<file path="config.mk">
export PLATFORM = sky130hd
export DESIGN_NAME = ccp_ctrl
export DESIGN_NICKNAME = d
export VERILOG_FILES = /design/src/assert_macros.svh /design/src/ccp_pkg.sv /design/src/ccp_ctrl.sv
export SDC_FILE = /design/constraint.sdc
export NUM_CORES = 1
export LEC_CHECK = 0
export BUFFER_PORTS_ARGS = -buffer_cell sky130_fd_sc_hd__buf_2
export CORE_MARGIN = 2
export CORE_UTILIZATION = 45
export CTS_CLUSTER_SIZE = 24
export DETAILED_ROUTE_END_ITERATION = 7
export SETUP_SLACK_MARGIN = 0.4
export SLEW_MARGIN = 0
export SYNTH_ARGS = -nofsm -noshare
export SYNTH_HDL_FRONTEND = slang
export SYNTH_SLANG_ARGS = --single-unit
</file>
<file path="constraint.sdc">
create_clock -name clk -period 7.6 [get_ports clk]
set_input_delay 2.28 -clock clk [delete_from_list [all_inputs] [get_ports clk]]
set_output_delay 2.28 -clock clk [all_outputs]
set_load 0.01 [all_outputs]
</file>
<file path="src/assert_macros.svh">
// Assertion macros shared by the clipper RTL.
`ifndef ASSERT_MACROS_SVH
`define ASSERT_MACROS_SVH
`ifndef NO_ASSERTIONS
`define CCP_ASSERT(lbl, clk, rst, prop) \
  lbl: assert property (@(posedge clk) disable iff (rst) prop) else $error("assertion failed");
`define CCP_ASSERT_NEVER(lbl, clk, rst, cond) \
  `CCP_ASSERT(lbl, clk, rst, !(cond))
`else
`define CCP_ASSERT(lbl, clk, rst, prop)
`define CCP_ASSERT_NEVER(lbl, clk, rst, cond)
`endif
`endif

</file>
<file path="src/ccp_pkg.sv">
// Types and constants of the convex polygon clipper.
`timescale 1ns / 1ps
`default_nettype none
package ccp_pkg;
  localparam int MA_W   = 45;  // multiplier operand a, also divisor
  localparam int MB_W   = 26;  // multiplier operand b
  localparam int PR_W   = 71;  // product
  localparam int NM_W   = 72;  // dividend
  localparam int SIDE_W = 43;  // turn test value
  localparam int Q_W    = 24;

  localparam logic KIND_CLIP    = 1'b0;
  localparam logic KIND_SUBJECT = 1'b1;

  localparam logic [Q_W:0] Q_POS_MAG = 25'd8388607;
  localparam logic [Q_W:0] Q_NEG_MAG = 25'd8388608;

  typedef struct packed {
    logic               kind;
    logic signed [15:0] vx;
    logic signed [15:0] vy;
    logic               final_vertex;
  } in_item_t;

  typedef struct packed {
    logic signed [23:0] ox;
    logic signed [23:0] oy;
    logic               end_of_polygon;
    logic               empty_result;
    logic               overflowed;
  } out_item_t;

  typedef enum logic [3:0] {
    DP_NONE, DP_LD_E0, DP_LD_E1, DP_LD_P, DP_SIDE_M1, DP_SIDE_M2, DP_SIDE_END,
    DP_ADVANCE, DP_X_M1, DP_X_M2, DP_X_DIV, DP_X_END
  } dp_op_t;

  typedef struct packed {
    dp_op_t op;
    logic   coord_y;
    logic   clip_we;
    logic   buf_we;
    logic   wr_b;
    logic   rd_b;
    logic   load_subj;
    logic   push_ip;
    logic   emit;
    logic   emit_empty;
    logic   emit_end;
    logic   emit_ovf;
  } dp_cmd_t;

  typedef struct packed {
    logic md_busy;
    logic cp_in;
    logic cl_in;
  } dp_stat_t;

  typedef enum logic [4:0] {
    ST_IDLE, ST_PASS_CHK, ST_E0_LD, ST_E1_LD, ST_LAST_LD, ST_SIDE1, ST_SIDE1_W,
    ST_SIDE2_W, ST_DECIDE, ST_X1, ST_X1_W, ST_X2_W, ST_X3_W, ST_PUSH_IP,
    ST_PUSH_P, ST_NEXT, ST_PT_RD, ST_PT_LD, ST_OUT_CHK, ST_OUT_EMIT
  } ctrl_state_t;
endpackage
`default_nettype wire

</file>
<file path="src/ccp_ctrl.sv">
// Clipper controller: loading, pass sequencing and result emission.
`timescale 1ns / 1ps
`default_nettype none
module ccp_ctrl import ccp_pkg::*; #(
  parameter int MAX_CLIP_VERTS    = 16,
  parameter int MAX_SUBJECT_VERTS = 16,
  parameter int WORK_CAP          = MAX_CLIP_VERTS + MAX_SUBJECT_VERTS,
  parameter int CA_W              = $clog2(MAX_CLIP_VERTS),
  parameter int BA_W              = $clog2(WORK_CAP)
) (
  input  wire logic            clk,
  input  wire logic            rst,
  input  wire logic            start,
  input  wire logic            kind,
  input  wire logic            final_vertex,
  output logic                 busy,
  output logic                 strobe,
  output dp_cmd_t              cmd,
  input  wire dp_stat_t        stat,
  output logic [CA_W-1:0]      clip_waddr,
  output logic [CA_W-1:0]      clip_raddr,
  output logic [BA_W-1:0]      buf_waddr,
  output logic [BA_W-1:0]      buf_raddr
);
  localparam int CC_W = $clog2(MAX_CLIP_VERTS + 1);
  localparam int SC_W = $clog2(MAX_SUBJECT_VERTS + 1);
  localparam int NW   = $clog2(WORK_CAP + 1);

  ctrl_state_t     state, state_next;
  logic [CC_W-1:0] clip_count, clip_count_next, clip_eff, pass_i, pass_i_next, nx;
  logic            clip_closed, clip_closed_next;
  logic [SC_W-1:0] work_count, work_count_next;
  logic            drop_flag, drop_flag_next;
  logic [NW-1:0]   n, n_next, cnt, cnt_next, j, j_next;
  logic            src_b, src_b_next, first, first_next, k, k_next;
  logic            need_x;

  assign busy     = (state != ST_IDLE);
  assign clip_eff = clip_closed ? '0 : clip_count;
  assign nx       = ((pass_i + CC_W'(1)) < clip_count) ? pass_i + CC_W'(1) : '0;
  assign need_x   = stat.cp_in ? !stat.cl_in : stat.cl_in;

  always_ff @(posedge clk) begin
    if (rst) begin
      state       <= ST_IDLE;
      clip_count  <= '0;
      clip_closed <= 1'b0;
      work_count  <= '0;
      drop_flag   <= 1'b0;
      n           <= '0;
      cnt         <= '0;
      j           <= '0;
      pass_i      <= '0;
      src_b       <= 1'b0;
      first       <= 1'b0;
      k           <= 1'b0;
      strobe      <= 1'b0;
    end else begin
      state       <= state_next;
      clip_count  <= clip_count_next;
      clip_closed <= clip_closed_next;
      work_count  <= work_count_next;
      drop_flag   <= drop_flag_next;
      n           <= n_next;
      cnt         <= cnt_next;
      j           <= j_next;
      pass_i      <= pass_i_next;
      src_b       <= src_b_next;
      first       <= first_next;
      k           <= k_next;
      strobe      <= cmd.emit;
    end
  end

  always_comb begin
    state_next       = state;
    clip_count_next  = clip_count;
    clip_closed_next = clip_closed;
    work_count_next  = work_count;
    drop_flag_next   = drop_flag;
    n_next           = n;
    cnt_next         = cnt;
    j_next           = j;
    pass_i_next      = pass_i;
    src_b_next       = src_b;
    first_next       = first;
    k_next           = k;
    cmd              = '0;
    cmd.op           = DP_NONE;
    cmd.coord_y      = k;
    cmd.rd_b         = src_b;
    cmd.wr_b         = !src_b;
    clip_waddr       = clip_eff[CA_W-1:0];
    clip_raddr       = pass_i[CA_W-1:0];
    buf_waddr        = BA_W'(cnt);
    buf_raddr        = BA_W'(j);
    unique case (state)
      ST_IDLE: begin
        if (start) begin
          if (kind == KIND_CLIP) begin
            clip_closed_next = final_vertex;
            if (clip_eff < CC_W'(MAX_CLIP_VERTS)) begin
              cmd.clip_we     = 1'b1;
              clip_count_next = clip_eff + CC_W'(1);
            end else begin
              clip_count_next = clip_eff;
              drop_flag_next  = 1'b1;
            end
          end else begin
            buf_waddr = BA_W'(work_count);
            cmd.wr_b  = 1'b0;
            if (work_count < SC_W'(MAX_SUBJECT_VERTS)) begin
              cmd.buf_we      = 1'b1;
              cmd.load_subj   = 1'b1;
              work_count_next = work_count + SC_W'(1);
            end else begin
              drop_flag_next = 1'b1;
            end
            if (final_vertex) begin
              n_next      = NW'(work_count_next);
              pass_i_next = '0;
              src_b_next  = 1'b0;
              state_next  = ST_PASS_CHK;
            end
          end
        end
      end
      ST_PASS_CHK: begin
        buf_raddr = '0;
        if (pass_i < clip_count && n != '0) begin
          state_next = ST_E0_LD;
        end else begin
          state_next = ST_OUT_CHK;
        end
      end
      ST_E0_LD: begin
        cmd.op     = DP_LD_E0;
        clip_raddr = nx[CA_W-1:0];
        state_next = ST_E1_LD;
      end
      ST_E1_LD: begin
        cmd.op     = DP_LD_E1;
        buf_raddr  = BA_W'(n - NW'(1));
        state_next = ST_LAST_LD;
      end
      ST_LAST_LD: begin
        cmd.op     = DP_LD_P;
        first_next = 1'b1;
        cnt_next   = '0;
        state_next = ST_SIDE1;
      end
      ST_SIDE1: begin
        cmd.op     = DP_SIDE_M1;
        state_next = ST_SIDE1_W;
      end
      ST_SIDE1_W: begin
        if (!stat.md_busy) begin
          cmd.op     = DP_SIDE_M2;
          state_next = ST_SIDE2_W;
        end
      end
      ST_SIDE2_W: begin
        if (!stat.md_busy) begin
          cmd.op     = DP_SIDE_END;
          state_next = ST_DECIDE;
        end
      end
      ST_DECIDE: begin
        k_next = 1'b0;
        if (first) begin
          // The wrap-around vertex becomes the previous point of the pass.
          cmd.op     = DP_ADVANCE;
          first_next = 1'b0;
          j_next     = '0;
          state_next = ST_PT_RD;
        end else if (need_x) begin
          state_next = ST_X1;
        end else if (stat.cp_in) begin
          state_next = ST_PUSH_P;
        end else begin
          state_next = ST_NEXT;
        end
      end
      ST_X1: begin
        cmd.op     = DP_X_M1;
        state_next = ST_X1_W;
      end
      ST_X1_W: begin
        if (!stat.md_busy) begin
          cmd.op     = DP_X_M2;
          state_next = ST_X2_W;
        end
      end
      ST_X2_W: begin
        if (!stat.md_busy) begin
          cmd.op     = DP_X_DIV;
          state_next = ST_X3_W;
        end
      end
      ST_X3_W: begin
        if (!stat.md_busy) begin
          cmd.op = DP_X_END;
          if (!k) begin
            k_next     = 1'b1;
            state_next = ST_X1;
          end else begin
            state_next = ST_PUSH_IP;
          end
        end
      end
      ST_PUSH_IP, ST_PUSH_P: begin
        cmd.push_ip = (state == ST_PUSH_IP);
        if (cnt < NW'(WORK_CAP)) begin
          cmd.buf_we = 1'b1;
          cnt_next   = cnt + NW'(1);
        end else begin
          drop_flag_next = 1'b1;
        end
        state_next = (state == ST_PUSH_IP && stat.cp_in) ? ST_PUSH_P : ST_NEXT;
      end
      ST_NEXT: begin
        cmd.op = DP_ADVANCE;
        if ((j + NW'(1)) == n) begin
          n_next      = cnt;
          pass_i_next = pass_i + CC_W'(1);
          src_b_next  = !src_b;
          state_next  = ST_PASS_CHK;
        end else begin
          j_next     = j + NW'(1);
          state_next = ST_PT_RD;
        end
      end
      ST_PT_RD: begin
        state_next = ST_PT_LD;
      end
      ST_PT_LD: begin
        cmd.op     = DP_LD_P;
        state_next = ST_SIDE1;
      end
      ST_OUT_CHK: begin
        j_next    = '0;
        buf_raddr = '0;
        if (n == '0) begin
          cmd.emit        = 1'b1;
          cmd.emit_empty  = 1'b1;
          cmd.emit_end    = 1'b1;
          cmd.emit_ovf    = drop_flag;
          work_count_next = '0;
          drop_flag_next  = 1'b0;
          state_next      = ST_IDLE;
        end else begin
          state_next = ST_OUT_EMIT;
        end
      end
      ST_OUT_EMIT: begin
        cmd.emit     = 1'b1;
        cmd.emit_end = ((j + NW'(1)) == n);
        cmd.emit_ovf = drop_flag;
        buf_raddr    = BA_W'(j + NW'(1));
        j_next       = j + NW'(1);
        if (cmd.emit_end) begin
          work_count_next = '0;
          drop_flag_next  = 1'b0;
          state_next      = ST_IDLE;
        end
      end
      default: state_next = ST_IDLE;
    endcase
  end
endmodule
`default_nettype wire

</file>
Yosys cells after proc, flatten, opt, wreduce, memory -nomap -nowiden
Index checks and enable logic that the tools add are counted.
{ "word_totals": {"in_bits": 8, "mem_bits_rw": 0, "reg_bits": 44, "n_memories": 0, "rom_bits": 0, "elab_cells": 175, "latchBits": 0} }
{ "op_classes": {"n_reduce_logical": 26, "n_div": 0, "mul": 0, "eq_ne": 37, "order_cmp": 5, "n_mux": 87, "n_addsub": 6, "bitwise": 1, "n_shift": 0} }
{ "op_table": {"columns": ["op", "n"], "rows": [
  ["$mux W5", 26],
  ["$pmux W5 S18", 1],
  ["$pmux W4 S12", 1],
  ["$mux W6", 7],
  ["$eq A5 B4 Y1 const B", 8],
  ["$ne A2 B2 Y1 const B", 15],
  ["$pmux W5 S3", 2],
  ["$mux W1", 26],
  ["$mux W4", 6],
  ["$pmux W6 S2", 2],
  ["$pmux W6 S4", 1],
  ["$eq A5 B3 Y1 const B", 4],
  ["$eq A5 B5 Y1 const B", 4],
  ["$mux W3", 6],
  ["$add A5 B1 Y5 const B", 3],
  ["$add A6 B1 Y6 const B", 2],
  ["$eq A5 B2 Y1 const B", 2],
  ["$lt A5 B5 Y1", 2],
  ["$lt A5 B5 Y1 const B", 2],
  ["$pmux W1 S2", 5],
  ["$pmux W5 S2", 1],
  ["$reduce_and A5 Y1", 2],
  ["$reduce_and A9 Y1", 1],
  ["$reduce_bool A2 Y1", 4],
  ["21 further kinds", 29]
]} }

Longest topological paths before layout
{ "logic_depth": {"depth_word": 6, "mapped_depth": 9, "ltp_nobuf": 9} }

Least setup slack after synthesis
Ideal clock, no wire load.
{ "synth_path": {"path_type": "input-to-output", "from": "input stat[2] (netlist bit)", "to": "output cmd[11] (netlist bit)", "t_required_ps": 5320, "cell_stages": 5, "setup_slack_ps": 2156, "n_path_buf": 0, "t_arrival_ps": 3164, "path_cell_list": "inv_1 > o21ai_0 > a2111oi_0 > a21oi_1 > o21ai_0"} }
{ "synth_lines": {"columns": ["element", "line", "rtl"], "rows": [
  ["start: declaration", "ccp_ctrl.sv:19", "input wire dp_stat_t stat,"],
  ["end: declaration", "ccp_ctrl.sv:18", "output dp_cmd_t cmd,"]
]} }

==> run summary <==
EDFF count, synth = 0
Worst-path clk slew = 90 ps
Arrival @ worst endpoint = 3440 ps
Cells after synthesis = 445
H-tree Lvls = 2
RSZ-0062 raised after global routing = no
Clk_lat worst skew = 310 ps
Pins over their slew limit = 0
I/O pin count = 43
Post-Syn Area per Cell = 7.634 um^2
Worst Path Max Fanout = 12
Multi-input gate area = 2298 um^2
Worst-margin pin slew = 787.3 ps
Setup tns final = 0 ps
CTS tree = yes
Part of the cycle the worst path needs = 75.23%
Max-cap violation count = 0
Clk buf depth = 2
Buf+Inv Stages, Crit Path = 2
Die H = 90.89 um
DRT Pass-1 Iters = 6
Final setup violating endpoints = 0
Cts repair resizes = 0
Fraction of layout cells with a size suffix above 1 = 16.31%
Synthesis-to-finish area growth = 8.803%
DRT iter0 DRCs = 192
Crit-path max cell delay = 370 ps
Largest net degree at the start of global routing = 36
CP startpoint kind = input port
CTS sink cnt = 44
DRC viols = 0
Starting Density = 46.59%
First-pass GRT wire length = 15,530 um
Setup crit end kind = primary output
ANT nets after route = 0
Setup CP Type = input port to primary output
Slowest-stage cell, CP = nor2_1
Clock Skews = 5.656 ps
Synth unique cells = 69
Antenna Cells = 0
Die Width = 90.89 um
Most common cell after layout, fill and taps aside = nor2_1
Routed len/inst = 16.52 um
Mapped Area = 3397 um^2
Post-DP HPWL = 6745 um
Routability cong. = 0.8675
Most frequent cells in the layout = 55 x nor2_1, 44 x dfxtp_1, 42 x buf_2
Num CTS Buffers = 5
Detailed-route via count = 3,402
Synth warnings = 0
Req. time, crit path = 5320 ps
FF+latch count, synth = 44
Rel. slew slack = 47.11%
Antenna violations before repair = 0
CTS Hold Buffers Added = 0
Fin area = 3696 um^2
Core Area = 7292 um^2
PD cells = 224.9 nW/um^2
Setup bufs post-CTS = 0
Average vias per placed instance = 6.021
Most common flop cell mapped by yosys = dfxtp_1
Register area share after synthesis = 25.93%
Final Hold Vio Count = 0
Crit path time final = 5718 ps
Hold WC Path Type = flop to flop
Die area = 8260 um^2
Post-DP Area = 3611 um^2
Filler cell count = 776
Share of flip-flops with an asynchronous set or reset = 0%
FF/Latch Area = 880.8 um^2
Vias in the first global route = 3,066
Post-Route WL = 9332 um
Hold_ws = 494.1 ps
Syn Nets = 469
GR Overflow Total = 0
Clock Tree Root = clkbuf_8
Fmax = 174.9 MHz
Critical path, cell by cell = buf_2 > nand3_1 > nor2_1 > or2_2 > buf_2
Final net count = 489
# rows = 31
Crit-path most repeated cell = buf_2
IO buf count = 42
Status = completed
Peak supply drop = 0.1017 mV
Leak pwr = 0.001507 uW
Cell family with most CP delay = simple AND/OR/NAND/NOR gates
GRT Overall Usage = 22.98%
flip-flops by register name, summed over array words and instances, names as in the netlist, 5 cells and up:
signal / cells
clip_count: 5
state: 5
n: 6
j: 6
cnt: 6
work_count: 5
pass_i: 5
layer usage:
layer | track usage (%) | vias to the layer above | routed length, um
li1 | - | 1685 | -
met1 | 32.44 | 1600 | 4395
met2 | 37.31 | 109 | 4292
met3 | 3.005 | 8 | 546
met4 | 5.303 | 0 | 97
met5 | 0 | - | 0
kinds of logic (layout without fill, tap and decap cells):
kind of cell / count (synthesis) / after routing / share of synthesized area [%]
buffers and inverters: 51 / 72 / 6.409
DFF: 44 / 44 / 25.93
adders and majority gates: 16 / 16 / 5.893
muxes: 12 / 12 / 3.794
xor gates and xnor gates: 21 / 21 / 5.414
AOI/OAI and AO/OA: 129 / 129 / 26.48
and+or+nand+nor: 172 / 172 / 26.08
synth_stat cells (10+ instances only):
| cell | n | area share [%] |
|---|---|---|
| o21ai_0 | 25 | 3.7 |
| clkbuf_1 | 16 | 1.8 |
| xnor2_1 | 11 | 2.8 |
| nor3_1 | 13 | 1.9 |
| nand2b_1 | 10 | 1.8 |
| nand3_1 | 19 | 2.8 |
| a21oi_1 | 26 | 3.8 |
| ha_1 | 16 | 5.9 |
| dfxtp_1 | 44 | 26 |
| nand2_1 | 28 | 3.1 |
| xor2_1 | 10 | 2.6 |
| nor2_1 | 55 | 6.1 |
| inv_1 | 16 | 1.8 |
cell type report:
cell class	instances	share of cell area, %
clock inverter	1	0.2370
inverter	18	1.828
multi-input combinational	350	62.19
timing repair buffer	46	6.500
sequential	44	23.83
clock buffer	7	2.065
tap	99	3.351
through the flow:
step	setup WS (ps)	total power, uW	utilization [%]	instances
floorplan	2156	575.5	-	445
global placement	1948	675.4	49.52	557
detailed placement	1902	677.9	49.52	557
CTS	1896	832.5	50.69	565
global route	1720	888.9	50.69	565
finish	1882	831.1	50.69	565
where the power goes:
part	switching (uW)	leakage [uW]	total (uW)	internal (uW)
Clock	87.2	0.0000424	153	65.9
Combinational	259	0.00111	405	146
Sequential	24.9	0.000356	273	248
Total	372	0.00151	831	460
tightest hold or removal path: stages (launching register included):
cell and delay (ps):
dfxtp_1 340, nand2_1 60, a21oi_1 50
final timing paths:
| path | startpoint | to | slack (ps) | depth (start not counted) |
|---|---|---|---|---|
| worst max-delay path | kind | cmd[8] | 1880 | 5 |
| worst min-delay path | clip_count[2] | clip_count[2] | 490 | 2 |
| worst max register to register | state[0] | n[1] | 4900 | 7 |
| worst min register to register | clip_count[2] | clip_count[2] | 490 | 2 |
(Power assumes the default switching activity.)
